### config.mk
export PLATFORM = sky130hd
export DESIGN_NAME = stepper_trapezoid_ramp_unit
export DESIGN_NICKNAME = d
export VERILOG_FILES = /design/src/rtl/stpr_pkg.sv /design/src/rtl/stepper_trapezoid_ramp_unit.sv /design/src/rtl/stpr_core.sv
export SDC_FILE = /design/constraint.sdc
export NUM_CORES = 1
export LEC_CHECK = 0
export BUFFER_PORTS_ARGS = -buffer_cell sky130_fd_sc_hd__buf_4
export CAP_MARGIN = 20
export CELL_PAD_IN_SITES_DETAIL_PLACEMENT = 0
export CELL_PAD_IN_SITES_GLOBAL_PLACEMENT = 1
export CORE_MARGIN = 2
export CORE_UTILIZATION = 48
export CTS_CLUSTER_DIAMETER = 50
export DETAILED_ROUTE_END_ITERATION = 10
export HOLD_SLACK_MARGIN = 0.06
export PLACE_DENSITY = 0.93
export SETUP_SLACK_MARGIN = 0.15
export SYNTH_ARGS = -nofsm -noshare
export SYNTH_HDL_FRONTEND = slang
export SYNTH_HIERARCHICAL = 1
export SYNTH_SLANG_ARGS = --single-unit
### constraint.sdc
create_clock -name clk -period 6.55 [get_ports clk]
set_clock_uncertainty 0.2 [all_clocks]
set_input_delay 0.655 -clock clk [delete_from_list [all_inputs] [get_ports clk]]
set_output_delay 0.655 -clock clk [all_outputs]
set_load 0.01 [all_outputs]
### src/rtl/stpr_pkg.sv
// ----------------------------------------------------------------------------
// stpr_pkg
// Shared types and constants for the stepper trapezoid ramp unit.
// ----------------------------------------------------------------------------
package stpr_pkg;

  localparam int POS_W    = 32;
  localparam int DELAY_W  = 12;
  localparam int CIDX_W   = 2;
  localparam int CDATA_W  = 12;
  localparam int OUT_W    = 40;

  localparam logic [CIDX_W-1:0] CFG_START_DELAY = 2'd0;
  localparam logic [CIDX_W-1:0] CFG_RAMP_STEPS  = 2'd1;

  localparam logic [DELAY_W-1:0] START_DELAY_RST = 12'd900;
  localparam logic [DELAY_W-1:0] RAMP_STEPS_RST  = 12'd800;
  localparam logic [DELAY_W-1:0] DELAY_MAX       = 12'd4095;

  localparam logic OP_TICK   = 1'b0;
  localparam logic OP_TARGET = 1'b1;

  typedef struct packed {
    logic [DELAY_W-1:0] start_delay;
    logic [DELAY_W-1:0] ramp_steps;
  } cfg_t;

  typedef struct packed {
    logic [POS_W-1:0] position;
    logic             busy_res;
    logic             direction_level;
    logic             step_pulse;
  } res_t;

endpackage

### src/rtl/stepper_trapezoid_ramp_unit.sv
// ----------------------------------------------------------------------------
// stepper_trapezoid_ramp_unit
// One stepper axis: trapezoidal step timing, one word per tick or command.
// ----------------------------------------------------------------------------
//  channel  dir  handshake          payload
//  s_*      in   s_tvalid/s_tready  tuser opcode, tdata target_position
//  m_*      out  m_tvalid/m_tready  tdata pulse, dir, busy, position
//  cfg_*    in   cfg_valid/ready    cfg_index, cfg_data (12 bit)
//
// Each result is computed combinationally from its input word and registered.
// Throughput is one word per cycle while no skidded word holds s_tready low.
// An output register and a one-word skid absorb m_tready stalls; s_tready
// drops while a skidded word waits.
// rst is synchronous; config returns to start_delay 900, ramp_steps 800.
// ----------------------------------------------------------------------------
module stepper_trapezoid_ramp_unit
  import stpr_pkg::*;
(
  input  logic               clk,
  input  logic               rst,
  input  logic               s_tvalid,
  output logic               s_tready,
  input  logic [POS_W-1:0]   s_tdata,   // [31:0] target_position
  input  logic               s_tuser,   // [0] opcode
  output logic               m_tvalid,
  input  logic               m_tready,
  output logic [OUT_W-1:0]   m_tdata,   // [0] step_pulse, [1] direction_level,
                                        // [2] busy_res, [34:3] position, [39:35] zero
  input  logic               cfg_valid,
  output logic               cfg_ready,
  input  logic [CIDX_W-1:0]  cfg_index,
  input  logic [CDATA_W-1:0] cfg_data
);

  cfg_t cfg;
  res_t res;
  res_t out_word, skid_word;
  logic out_valid, skid_valid;
  logic accept, out_free;

  assign cfg_ready = 1'b1;
  assign s_tready  = ~skid_valid;
  assign accept    = s_tvalid & s_tready;
  assign out_free  = ~out_valid | m_tready;

  always_ff @(posedge clk) begin
    if (rst) begin
      cfg.start_delay <= START_DELAY_RST;
      cfg.ramp_steps  <= RAMP_STEPS_RST;
    end else if (cfg_valid && cfg_ready) begin
      unique case (cfg_index)
        CFG_START_DELAY: cfg.start_delay <= cfg_data;
        CFG_RAMP_STEPS:  cfg.ramp_steps  <= cfg_data;
        default: ;
      endcase
    end
  end

  stpr_core u_core (
    .clk             (clk),
    .rst             (rst),
    .en              (accept),
    .opcode          (s_tuser),
    .target_position (s_tdata),
    .cfg             (cfg),
    .res             (res)
  );

  always_ff @(posedge clk) begin
    if (rst) begin
      out_valid  <= 1'b0;
      skid_valid <= 1'b0;
    end else if (out_free) begin
      if (skid_valid) begin
        out_valid  <= 1'b1;
        skid_valid <= 1'b0;
      end else begin
        out_valid <= accept;
      end
    end else if (accept) begin
      skid_valid <= 1'b1;
    end
  end

  always_ff @(posedge clk) begin
    if (out_free) begin
      if (skid_valid) begin
        out_word <= skid_word;
      end else if (accept) begin
        out_word <= res;
      end
    end else if (accept) begin
      skid_word <= res;
    end
  end

  assign m_tvalid = out_valid;
  assign m_tdata  = {{(OUT_W - $bits(res_t)){1'b0}}, out_word};

endmodule

### src/rtl/stpr_core.sv
// ----------------------------------------------------------------------------
// stpr_core
// Ramp state and per-word update: target latch, move start, step timing.
// ----------------------------------------------------------------------------
module stpr_core
  import stpr_pkg::*;
(
  input  logic             clk,
  input  logic             rst,
  input  logic             en,
  input  logic             opcode,
  input  logic [POS_W-1:0] target_position,
  input  cfg_t             cfg,
  output res_t             res
);

  typedef enum logic [1:0] {
    PH_IDLE   = 2'd0,
    PH_UP     = 2'd1,
    PH_CRUISE = 2'd2,
    PH_DOWN   = 2'd3
  } phase_t;

  phase_t             phase, phase_next;
  logic [POS_W-1:0]   position_reg, position_reg_next;
  logic [POS_W-1:0]   target_reg, target_reg_next;
  logic [POS_W-1:0]   steps_left, steps_left_next;
  logic [POS_W-1:0]   tail_steps, tail_steps_next;
  logic [DELAY_W-1:0] down_steps, down_steps_next;
  logic [DELAY_W-1:0] current_delay, current_delay_next;
  logic [DELAY_W-1:0] tick_count, tick_count_next;
  logic               pulse_high, pulse_high_next;
  logic               dir_reg, dir_reg_next;

  logic [POS_W:0]     diff;
  logic [POS_W-1:0]   neg_diff;
  logic [POS_W-1:0]   move_dist;
  logic               long_move;

  assign diff     = {target_reg[POS_W-1], target_reg} - {position_reg[POS_W-1], position_reg};
  assign neg_diff = position_reg - target_reg;
  assign move_dist = diff[POS_W] ? neg_diff : diff[POS_W-1:0];
  assign long_move = move_dist >= {{(POS_W-DELAY_W-1){1'b0}}, cfg.ramp_steps, 1'b0};

  always_comb begin
    phase_next         = phase;
    position_reg_next  = position_reg;
    target_reg_next    = target_reg;
    steps_left_next    = steps_left;
    tail_steps_next    = tail_steps;
    down_steps_next    = down_steps;
    current_delay_next = current_delay;
    tick_count_next    = tick_count;
    pulse_high_next    = pulse_high;
    dir_reg_next       = dir_reg;
    if (en) begin
      if (opcode == OP_TARGET) begin
        target_reg_next = target_position;
      end else if (phase == PH_IDLE) begin
        if (position_reg != target_reg) begin
          dir_reg_next    = diff[POS_W];
          steps_left_next = move_dist;
          if (long_move) begin
            tail_steps_next = move_dist - {{(POS_W-DELAY_W){1'b0}}, cfg.ramp_steps};
            down_steps_next = cfg.ramp_steps;
          end else begin
            tail_steps_next = {1'b0, move_dist[POS_W-1:1]};
            down_steps_next = move_dist[DELAY_W:1];
          end
          current_delay_next = (cfg.start_delay == '0) ? DELAY_W'(1) : cfg.start_delay;
          pulse_high_next    = 1'b1;
          tick_count_next    = DELAY_W'(1);
          // zero-length ramps go straight to cruise
          phase_next = (long_move && cfg.ramp_steps == '0) ? PH_CRUISE : PH_UP;
        end
      end else if (pulse_high) begin
        if (tick_count < current_delay) begin
          tick_count_next = tick_count + DELAY_W'(1);
        end else begin
          pulse_high_next   = 1'b0;
          position_reg_next = dir_reg ? position_reg - POS_W'(1) : position_reg + POS_W'(1);
          steps_left_next   = steps_left - POS_W'(1);
          if (phase == PH_UP && current_delay > DELAY_W'(1)) begin
            current_delay_next = current_delay - DELAY_W'(1);
          end else if (phase == PH_DOWN && current_delay < DELAY_MAX) begin
            current_delay_next = current_delay + DELAY_W'(1);
          end
          if (steps_left == POS_W'(1)) begin
            phase_next = PH_IDLE;
          end
        end
      end else begin
        pulse_high_next = 1'b1;
        tick_count_next = DELAY_W'(1);
        if (steps_left > tail_steps) begin
          phase_next = PH_UP;
        end else if (steps_left > {{(POS_W-DELAY_W){1'b0}}, down_steps}) begin
          phase_next = PH_CRUISE;
        end else begin
          phase_next = PH_DOWN;
        end
      end
    end
  end

  always_ff @(posedge clk) begin
    if (rst) begin
      phase         <= PH_IDLE;
      position_reg  <= '0;
      target_reg    <= '0;
      steps_left    <= '0;
      tail_steps    <= '0;
      down_steps    <= '0;
      current_delay <= '0;
      tick_count    <= '0;
      pulse_high    <= 1'b0;
      dir_reg       <= 1'b0;
    end else begin
      phase         <= phase_next;
      position_reg  <= position_reg_next;
      target_reg    <= target_reg_next;
      steps_left    <= steps_left_next;
      tail_steps    <= tail_steps_next;
      down_steps    <= down_steps_next;
      current_delay <= current_delay_next;
      tick_count    <= tick_count_next;
      pulse_high    <= pulse_high_next;
      dir_reg       <= dir_reg_next;
    end
  end

  assign res.step_pulse      = pulse_high_next;
  assign res.direction_level = dir_reg_next;
  assign res.busy_res        = (phase_next != PH_IDLE);
  assign res.position        = position_reg_next;

endmodule

# Word-level counts from Yosys, hierarchy flattened

Cells that the tools add are included.

Register bits after elaboration: 264
Bits of input ports: 52
Output and inout port bits: 43
Word-level logic and storage cells: 119

Add/sub/neg operators: 9
$lt $le $gt $ge: 6
Equality and inequality tests: 8
Multiplexer cells: 47
Bitwise gates (word level): 6
Reductions and logical operators: 21

Operators with widths:

| cell                    | number |
|---|---|
| $mux W32                | 12 |
| $mux W12                | 12 |
| $mux W35                | 2 |
| $sub A32 B1 Y32 const B | 2 |
| $sub A32 B32 Y33        | 1 |
| $add A32 B1 Y32 const B | 1 |
| $eq A32 B1 Y1 const B   | 1 |
| $ge A32 B13 Y1          | 1 |
| $gt A32 B12 Y1          | 1 |
| $gt A32 B32 Y1          | 1 |
| $ne A32 B32 Y1          | 1 |
| $sub A32 B12 Y32        | 1 |
| $sub A32 B32 Y32        | 1 |
| $add A12 B1 Y12 const B | 2 |
| $logic_not A12 Y1       | 2 |
| $mux W2                 | 9 |
| $gt A12 B1 Y1 const B   | 1 |
| $lt A12 B12 Y1          | 1 |
| $lt A12 B12 Y1 const B  | 1 |
| $mux W1                 | 12 |
| $sub A12 B1 Y12 const B | 1 |
| $reduce_and A2 Y1       | 5 |
| $reduce_and A4 Y1       | 2 |
| $reduce_and A6 Y1       | 1 |
| 14 further kinds        | 23 |

# Longest topological paths before layout

Gate-level depths: netlist of run 1.

Word-level depth: 12
Depth in mapped cells: 31
Gate-level depth less buffers: 26

# Cells and area by module

The synthesis of run 1 kept the hierarchy.

Modules (own cells, without submodules):

| module                      | instances | cells an instance | area each (um2) | seq. area each (um2) |
|---|---|---|---|---|
| stpr_core                   | 1         | 2104              | 15492.4         | 3363.2 |
| stepper_trapezoid_ramp_unit | 1         | 225               | 3651.0          | 2622.5 |

# Least setup slack after synthesis of run 1

No wires, ideal clock.

Path type: flip-flop to flip-flop
Start: reg u_core.position_reg[1]
End: reg u_core.tail_steps[19]
Setup time: 0.117 ns
Arrival: 5.586 ns
Data required time: 6.233 ns
Setup slack: 0.646 ns
Cell stages (with the launch flop): 26
Buffers on the path: 2
Period minus slack after synthesis: 5.904 ns
Path through: dfxtp_1 inv_1 fa_1 a211o_2 o2111ai_2 a211o_2 a211oi_4 o31ai_4 buf_6 clkbuf_1 mux2i_1 nand2_1 xor2_1 ha_1 and2_1 a31oi_1 a31oi_1 nand2b_1 nand2_1 a21oi_1 nor2b_1 or4_1 nor2_4 nand2_1 xor2_1 a32o_1

Cells in the longest elaborated chain, start to end: 4
Elaborated cells on any way between the ends: 8
Those cells by class: add/sub: 3; order compare: 1; eq/ne: 1; mux: 2; reduce/logical: 1

Ends and longest elaborated chain:

| item                                                        | RTL line                         | RTL |
|---|---|---|
| from (decl)                                                 | stpr_core.sv:25                  | `logic [POS_W-1:0] position_reg, position_reg_next;` |
| from (signal assigned)                                      | stpr_core.sv:120                 | `position_reg <= position_reg_next;` |
| $sub A32 B32 Y33 / $sub A32 B32 Y32 (equally long branches) | stpr_core.sv:40, stpr_core.sv:41 |  |
| $mux W32                                                    | stpr_core.sv:42                  | `assign move_dist = diff[POS_W] ? neg_diff : diff[POS_W-1:0];` |
| $sub A32 B12 Y32 / $ge A32 B13 Y1 (equally long branches)   | stpr_core.sv:64, stpr_core.sv:43 |  |
| $mux W32                                                    | stpr_core.sv:63                  | `if (long_move) begin` |
| to (signal assigned)                                        | stpr_core.sv:123                 | `tail_steps <= tail_steps_next;` |
| to (decl)                                                   | stpr_core.sv:28                  | `logic [POS_W-1:0] tail_steps, tail_steps_next;` |

Several ways; a longest one is shown, not always the timed one.
A chain may end at the register's enable or synchronous reset.

==> summary.md, run 1 <==
| Metric | Value |
|---|---|
| Status | finished, final reports clean |
| Critical path peak fanout | 8 |
| Hold wc startpoint | s_tdata[3] |
| Leak | 0.00892 uW |
| RSZ-0062 raised after global routing | no |
| I/O Buffers | 88 |
| Site Rows | 73 |
| Post-synthesis instance total | 2329 |
| Yosys cell types | 90 |
| Synthesis Warnings | 6 |
| Top FF cell, synth | dfxtp_1 |
| Final Max Slew Viols | 0 |
| Final Critical Period | 6.03 ns |
| Tightest Pin Transition | 1.11 ns |
| CP arrival | 6.14 ns |
| Met1 usage in global routing | 34.1% |
| First-pass GRT wire length | 85800 um |
| Post-Layout Cell Count | 2924 |
| Antenna-violating nets left | 0 |
| PD cells | 281 nW/um2 |
| Setup TNS | 0 ns |
| Area grow syn2layout | 12.4% |
| Routability cong. | 0.945 |
| R2R Path Start | u_core/position_reg[1]$_SDFF_PP0_ |
| Avg WL per Cell | 18.3 um |
| FMAX | 166 MHz |
| Post-synth EDFFs | 70 |
| Final Hold Vio Count | 0 |
| DR iter-0 viols | 1471 |
| # setup viols final | 0 |
| Core Area | 39500 um2 |
| Maximum vdd drop | 0.246 mV |
| Initial Util | 48.4% |
| Worst R2R Setup Slack | 0.52 ns |
| Top cells by area, synth | dfxtp_1 20%, ha_1 12%, edfxtp_1 11% |
| Number of I/O pins | 95 |
| CTS tree | built |
| Hold depth | 3 |
| Met2 Use GR | 41.6% |
| Reg-to-Reg End | m_tdata[2]$_DFFE_PP_ |
| Aggregate global routing overflow | 0 |
| H-tree Lvls | 2 |
| DR pass1 iterations | 6 |
| Initial antenna violation count | 0 |
| Post-synth ARST share | 0% |
| Cell taking the most area after synthesis | dfxtp_1 |
| Die Width | 204 um |
| Worst skew pair latency | 0.57 ns |
| Worst-case reg-to-reg path depth | 23 |
| Mean Syn Cell Area | 8.22 um2 |
| Synth top cells by count | 256 x nand2_1, 195 x a21oi_1, 194 x dfxtp_1, 178 x ha_1, 166 x inv_1 |
| Most instantiated library cell after synthesis | nand2_1 |
| Worst hold slack | 0.144 ns |
| Final WL | 53500 um |
| Seq/Total Area, Yosys | 31.3% |
| Vias per cell | 5.92 |
| Largest net degree at the start of global routing | 85 |
| CTS clk-pin slew, worst paths | 0.06 ns |
| CP Capture Type | flop |
| Final core occ | 54.4% |
| Maxcap violations | 0 |
| Hold/Removal Path Class | input pin to flop |
| Die Height | 204 um |
| Full die area | 41500 um2 |
| Fin nets | 2605 |
| Total CTS buffers | 37 |
| DR DRC count | 0 |
| Dpl hpwl | 39300 um |
| Crit Path Category | flop to flop |
| Total power | 6040 uW |
| Max Root-Sink Buffers | 3 |
| Clk sinks | 264 |
| Gr usage total | 25.3% |
| Diode count | 0 |
| Ratio of final minimum period to clock period | 92.0% |
| CTS Root Cell | clkbuf_16 |
| Slew margin rel. | 26.1% |
| Synth Cell Area | 19100 um2 |
| Layout cell share with drive strength beyond 1 | 12.0% |
| Post-synth top area share | 20.3% |
| Synthesized flop and latch total | 264 |
| Vias in the first global route | 16.7k |
| Startpoint types | flop |
| Met3 usage | 3.66% |
| Gr busiest metal | met2 |
| Hold Path Sink | u_core/target_reg[3]$_SDFFE_PP0P_ |
| Vias | 17.3k |
| Critical path required time | 6.66 ns |
| Placed cells | 2849 |
-- worst max-delay path: stages, from the launching register on --
cell and delay (ns):
dfxtp_1 0.44, inv_1 0.14, fa_1 0.48, a211o_2 0.32, o2111ai_2 0.12, a211o_2 0.24, a211oi_4 0.09, o31ai_4 0.27
buf_12 0.16, buf_4 0.11, mux2i_1 0.30, o21ai_0 0.14, a221oi_1 0.31, xnor2_1 0.27, ha_1 0.31, o21ai_0 0.15
a21oi_1 0.06, o31ai_1 0.21, a21oi_1 0.13, nor4b_4 0.37, a311oi_1 0.15, a211oi_1 0.32, nand3_1 0.15, mux2_2 0.34
-- power by group --
group | switching (uW) | internal, uW | total, uW
Clock | 824 | 1200 | 2030
Combinational | 1280 | 835 | 2110
Sequential | 105 | 1790 | 1890
Total | 2210 | 3830 | 6040
-- repair_timing --
action | CTS | global route
hold buffers | 0 | 0
setup endpoints to repair | 3 | 38
pin swaps | 0 | 5
setup buffers | 0 | 8
resized for setup | 1 | 10
-- final cells by class --
type | instances | area (um2)
multi-input combinational | 1775 | 12000
clock buffer | 46 | 1010
timing repair buffer | 126 | 971
sequential | 264 | 5990
clock inverter | 21 | 240
tap | 525 | 657
inverter | 167 | 627
fill | 3671 | 18000
-- how the worst max path moves through the flow --
stage               slack (ns)                          startpoint                            endpoint  cells after the start
floorplan                 0.65   u_core/position_reg[1]$_SDFF_PP0_  u_core/tail_steps[19]$_SDFFE_PP0P_                     25
global placement          0.38  u_core/position_reg[22]$_SDFF_PP0_  u_core/tail_steps[28]$_SDFFE_PP0P_                     22
detailed placement        0.13  u_core/position_reg[18]$_SDFF_PP0_  u_core/tail_steps[28]$_SDFFE_PP0P_                     22
CTS                       0.20   u_core/position_reg[1]$_SDFF_PP0_  u_core/tail_steps[28]$_SDFFE_PP0P_                     23
global route              0.14   u_core/target_reg[0]$_SDFFE_PP0P_  u_core/tail_steps[19]$_SDFFE_PP0P_                     26
finish                    0.52   u_core/position_reg[1]$_SDFF_PP0_                m_tdata[2]$_DFFE_PP_                     23
-- placed cells by master (no fill, tap or decap), types with 7 or more instances in the layout --
| cell | n |
|---|---|
| o21ai_0 | 145 |
| o31ai_1 | 14 |
| nor4_1 | 26 |
| a311o_1 | 8 |
| nand2_1 | 256 |
| nand3_1 | 49 |
| xor2_1 | 28 |
| o21a_1 | 22 |
| nand2b_1 | 46 |
| nor2_1 | 143 |
| a311oi_1 | 9 |
| nand4_1 | 36 |
| and2_1 | 49 |
| o21ai_1 | 7 |
| a21o_1 | 59 |
| nand3b_1 | 7 |
| mux2_2 | 46 |
| a31oi_1 | 18 |
| o211ai_1 | 18 |
| a21oi_1 | 194 |
| xnor2_1 | 56 |
| edfxtp_1 | 70 |
| and3_1 | 21 |
| o21bai_1 | 12 |
| a22oi_1 | 13 |
| inv_1 | 166 |
| a221oi_1 | 7 |
| a211oi_1 | 36 |
| or3_1 | 16 |
| nor3_1 | 50 |
| nor2b_1 | 19 |
| clkbuf_16 | 38 |
| or2_2 | 11 |
| mux2i_1 | 48 |
| buf_4 | 124 |
| o2111ai_1 | 7 |
| dfxtp_1 | 193 |
| ha_1 | 176 |
-- logic make-up after synthesis --
logic type	count (synthesis)	share of synthesized area [%]
other cells	2	0.0392
flops	264	31.3
compound gates	636	21.1
xor+xnor	88	4.07
simple gates	766	19.6
buf+inv	294	6.41
fa+ha+maj	182	12.1
mux	97	5.41
-- layer usage --
metal | up-vias | part of all wire [%]
met2 | 535 | 46
li1 | 8386 | -
met1 | 8315 | 45
met4 | 0 | 2.4
met5 | - | 0
met3 | 86 | 5.8
-- through the flow --
stage               setup slack, ns  area [um2]
detailed placement            0.134       20100
floorplan                     0.646       19200
global route                  0.143       21500
global placement              0.380       20100
finish                        0.522       21500
CTS                           0.198       21400
No activity file was read; power rests on OpenSTA's default activity.
==> inputs of run 2 (changes only) <==
- CORE_UTILIZATION: 48 -> 25
- PLACE_DENSITY: 0.93 -> 0.59
==> run 2 against run 1 <==
  * Via count shrank 1.6%
  * Hold slack worse by 0.023 ns
  * Highest routed layer unchanged
  * Total power is 9.0% higher
  * Worst setup slack improved by 0.0048 ns
==> summary.md, run 2 (synthesis results as in run 1) <==
| Metric | Value |
|---|---|
| Status | finished, final reports clean |
| Worst R2R Setup Slack | 0.53 ns |
| Worst-case reg-to-reg path depth | 23 |
| Largest net degree at the start of global routing | 69 |
| H-tree Lvls | 2 |
| Core Area | 75800 um2 |
| DR DRC count | 0 |
| Routability cong. | 0.912 |
| Layout cell share with drive strength beyond 1 | 12.6% |
| Final WL | 59800 um |
| Diode count | 0 |
| Startpoint types | flop |
| Avg WL per Cell | 17.6 um |
| Area grow syn2layout | 17.2% |
| R2R Path Start | u_core/position_reg[2]$_SDFF_PP0_ |
| Hold Path Sink | u_core/target_reg[27]$_SDFFE_PP0P_ |
| Critical path required time | 6.84 ns |
| Maximum vdd drop | 0.196 mV |
| Full die area | 78800 um2 |
| CP arrival | 6.31 ns |
| Initial Util | 25.2% |
| I/O Buffers | 88 |
| CTS Root Cell | clkbuf_16 |
| Die Height | 281 um |
| DR pass1 iterations | 5 |
| Total power | 6580 uW |
| Final setup margin | 0.527 ns |
| Total CTS buffers | 43 |
| FMAX | 166 MHz |
| CP Capture Type | flop |
| Clk sinks | 264 |
| Ratio of final minimum period to clock period | 92.0% |
| Max Root-Sink Buffers | 3 |
| Crit Path Category | flop to flop |
| Most frequent cells in the layout | 256 x nand2_1, 194 x a21oi_1, 192 x dfxtp_1 |
| Setup TNS | 0 ns |
| PD cells | 293 nW/um2 |
| Final Critical Period | 6.02 ns |
| Gr usage total | 15.0% |
| Antenna-violating nets left | 0 |
| Commonest non-fill, non-tap cell in the layout | nand2_1 |
| CTS clk-pin slew, worst paths | 0.06 ns |
| Final core occ | 29.6% |
| Hold wc startpoint | s_tdata[27] |
| CTS tree | built |
| Critical path peak fanout | 8 |
| Number of I/O pins | 95 |
| Final Max Slew Viols | 0 |
| Cts hold-fix bufs | 0 |
| Dpl hpwl | 45000 um |
| Fin nets | 2618 |
| Tightest Pin Transition | 1.04 ns |
| Vias | 17.0k |
| Initial antenna violation count | 0 |
| Leak | 0.00911 uW |
| Final Hold Vio Count | 0 |
| Vias per cell | 5.02 |
| Place WS | 0.449 ns |
| Die Width | 281 um |
| Maxcap violations | 0 |
| Vias in the first global route | 17.1k |
| RSZ-0062 raised after global routing | no |
| Reg-to-Reg End | u_core/tail_steps[28]$_SDFFE_PP0P_ |
| Hold depth | 3 |
| DR iter-0 viols | 909 |
| Worst skew pair latency | 0.59 ns |
| Slew margin rel. | 30.8% |
| Site Rows | 101 |
| Hold/Removal Path Class | input pin to flop |
| Aggregate global routing overflow | 0 |
| First-pass GRT wire length | 94900 um |
| # setup viols final | 0 |
==> run 2: changes by cell type in the layout (fill, tap and decap cells not counted), moves of 4 or more <==
cell,before,now
clkbuf_16,38,46
buf_4,124,132
clkbuf_8,3,7
clkinv_4,2,6
==> run 2: worst max-delay path by stage <==
stage / start / endpoint / slack [ns] / cells past startpoint
global placement: u_core/position_reg[22]$_SDFF_PP0_ / u_core/tail_steps[21]$_SDFFE_PP0P_ / 0.57 / 25
CTS: u_core/position_reg[22]$_SDFF_PP0_ / m_tdata[2]$_DFFE_PP_ / 0.42 / 23
finish: u_core/position_reg[2]$_SDFF_PP0_ / u_core/tail_steps[28]$_SDFFE_PP0P_ / 0.53 / 23
global route: u_core/position_reg[2]$_SDFF_PP0_ / u_core/tail_steps[26]$_SDFFE_PP0P_ / 0.14 / 23
detailed placement: u_core/position_reg[22]$_SDFF_PP0_ / m_tdata[2]$_DFFE_PP_ / 0.45 / 23
floorplan: u_core/position_reg[1]$_SDFF_PP0_ / u_core/tail_steps[19]$_SDFFE_PP0P_ / 0.65 / 25
==> run 2: cell type report <==
cell class	count	area, um2
Clock inverter	22	335
Sequential cell	264	5990
Timing Repair Buffer	133	1010
Clock buffer	58	1270
Tap cell	978	1220
Multi-Input combinational cell	1775	12000
Inverter	167	627
Fill cell	8035	53400
==> run 2: metrics by stage <==
step	cell area, um2	instances	hold slack, ns
after floorplan	19200	2333	0.225
after global placement	20800	3312	0.245
after detailed placement	20800	3313	0.250
after CTS	22400	3393	0.0882
after global routing	22400	3397	0.0962
final	22400	3397	0.121
==> run 2: repair_timing <==
item	in CTS	in global routing
endpoints found under the setup margin	0	22
gates resized for setup	0	3
setup buffers	0	4
==> run 2: layer usage <==
metal	vias up	part of all wire (%)	wire (um)	track usage (%)
met5	-	0	0	0
li1	8435	-	-	-
met2	372	46	27400	24.7
met1	8128	48	28500	19.9
met4	0	2.6	1530	4.52
met3	103	4.0	2410	2.47
==> run 2: report_power, final <==
part / internal, uW / switching (uW)
clock: 1580 / 927
sequential: 1790 / 121
combinational: 851 / 1310
==> run 2: worst max-delay path, cell delays in order, from the launching register on <==
cell and delay [ns]:
dfxtp_1 0.38, inv_1 0.06, ha_1 0.43, a211o_2 0.18, o2111ai_2 0.16, a211o_2 0.40
a211oi_4 0.34, o31a_1 0.44, mux2i_1 0.27, xor2_1 0.30, inv_1 0.13, ha_1 0.36
nor2b_1 0.15, o21ai_0 0.21, o211ai_1 0.17, a21oi_1 0.27, o21a_1 0.19, o21ai_0 0.15
or3_1 0.42, nor2_1 0.12, buf_4 0.16, nand3_1 0.10, xor2_1 0.17, o21ai_0 0.16
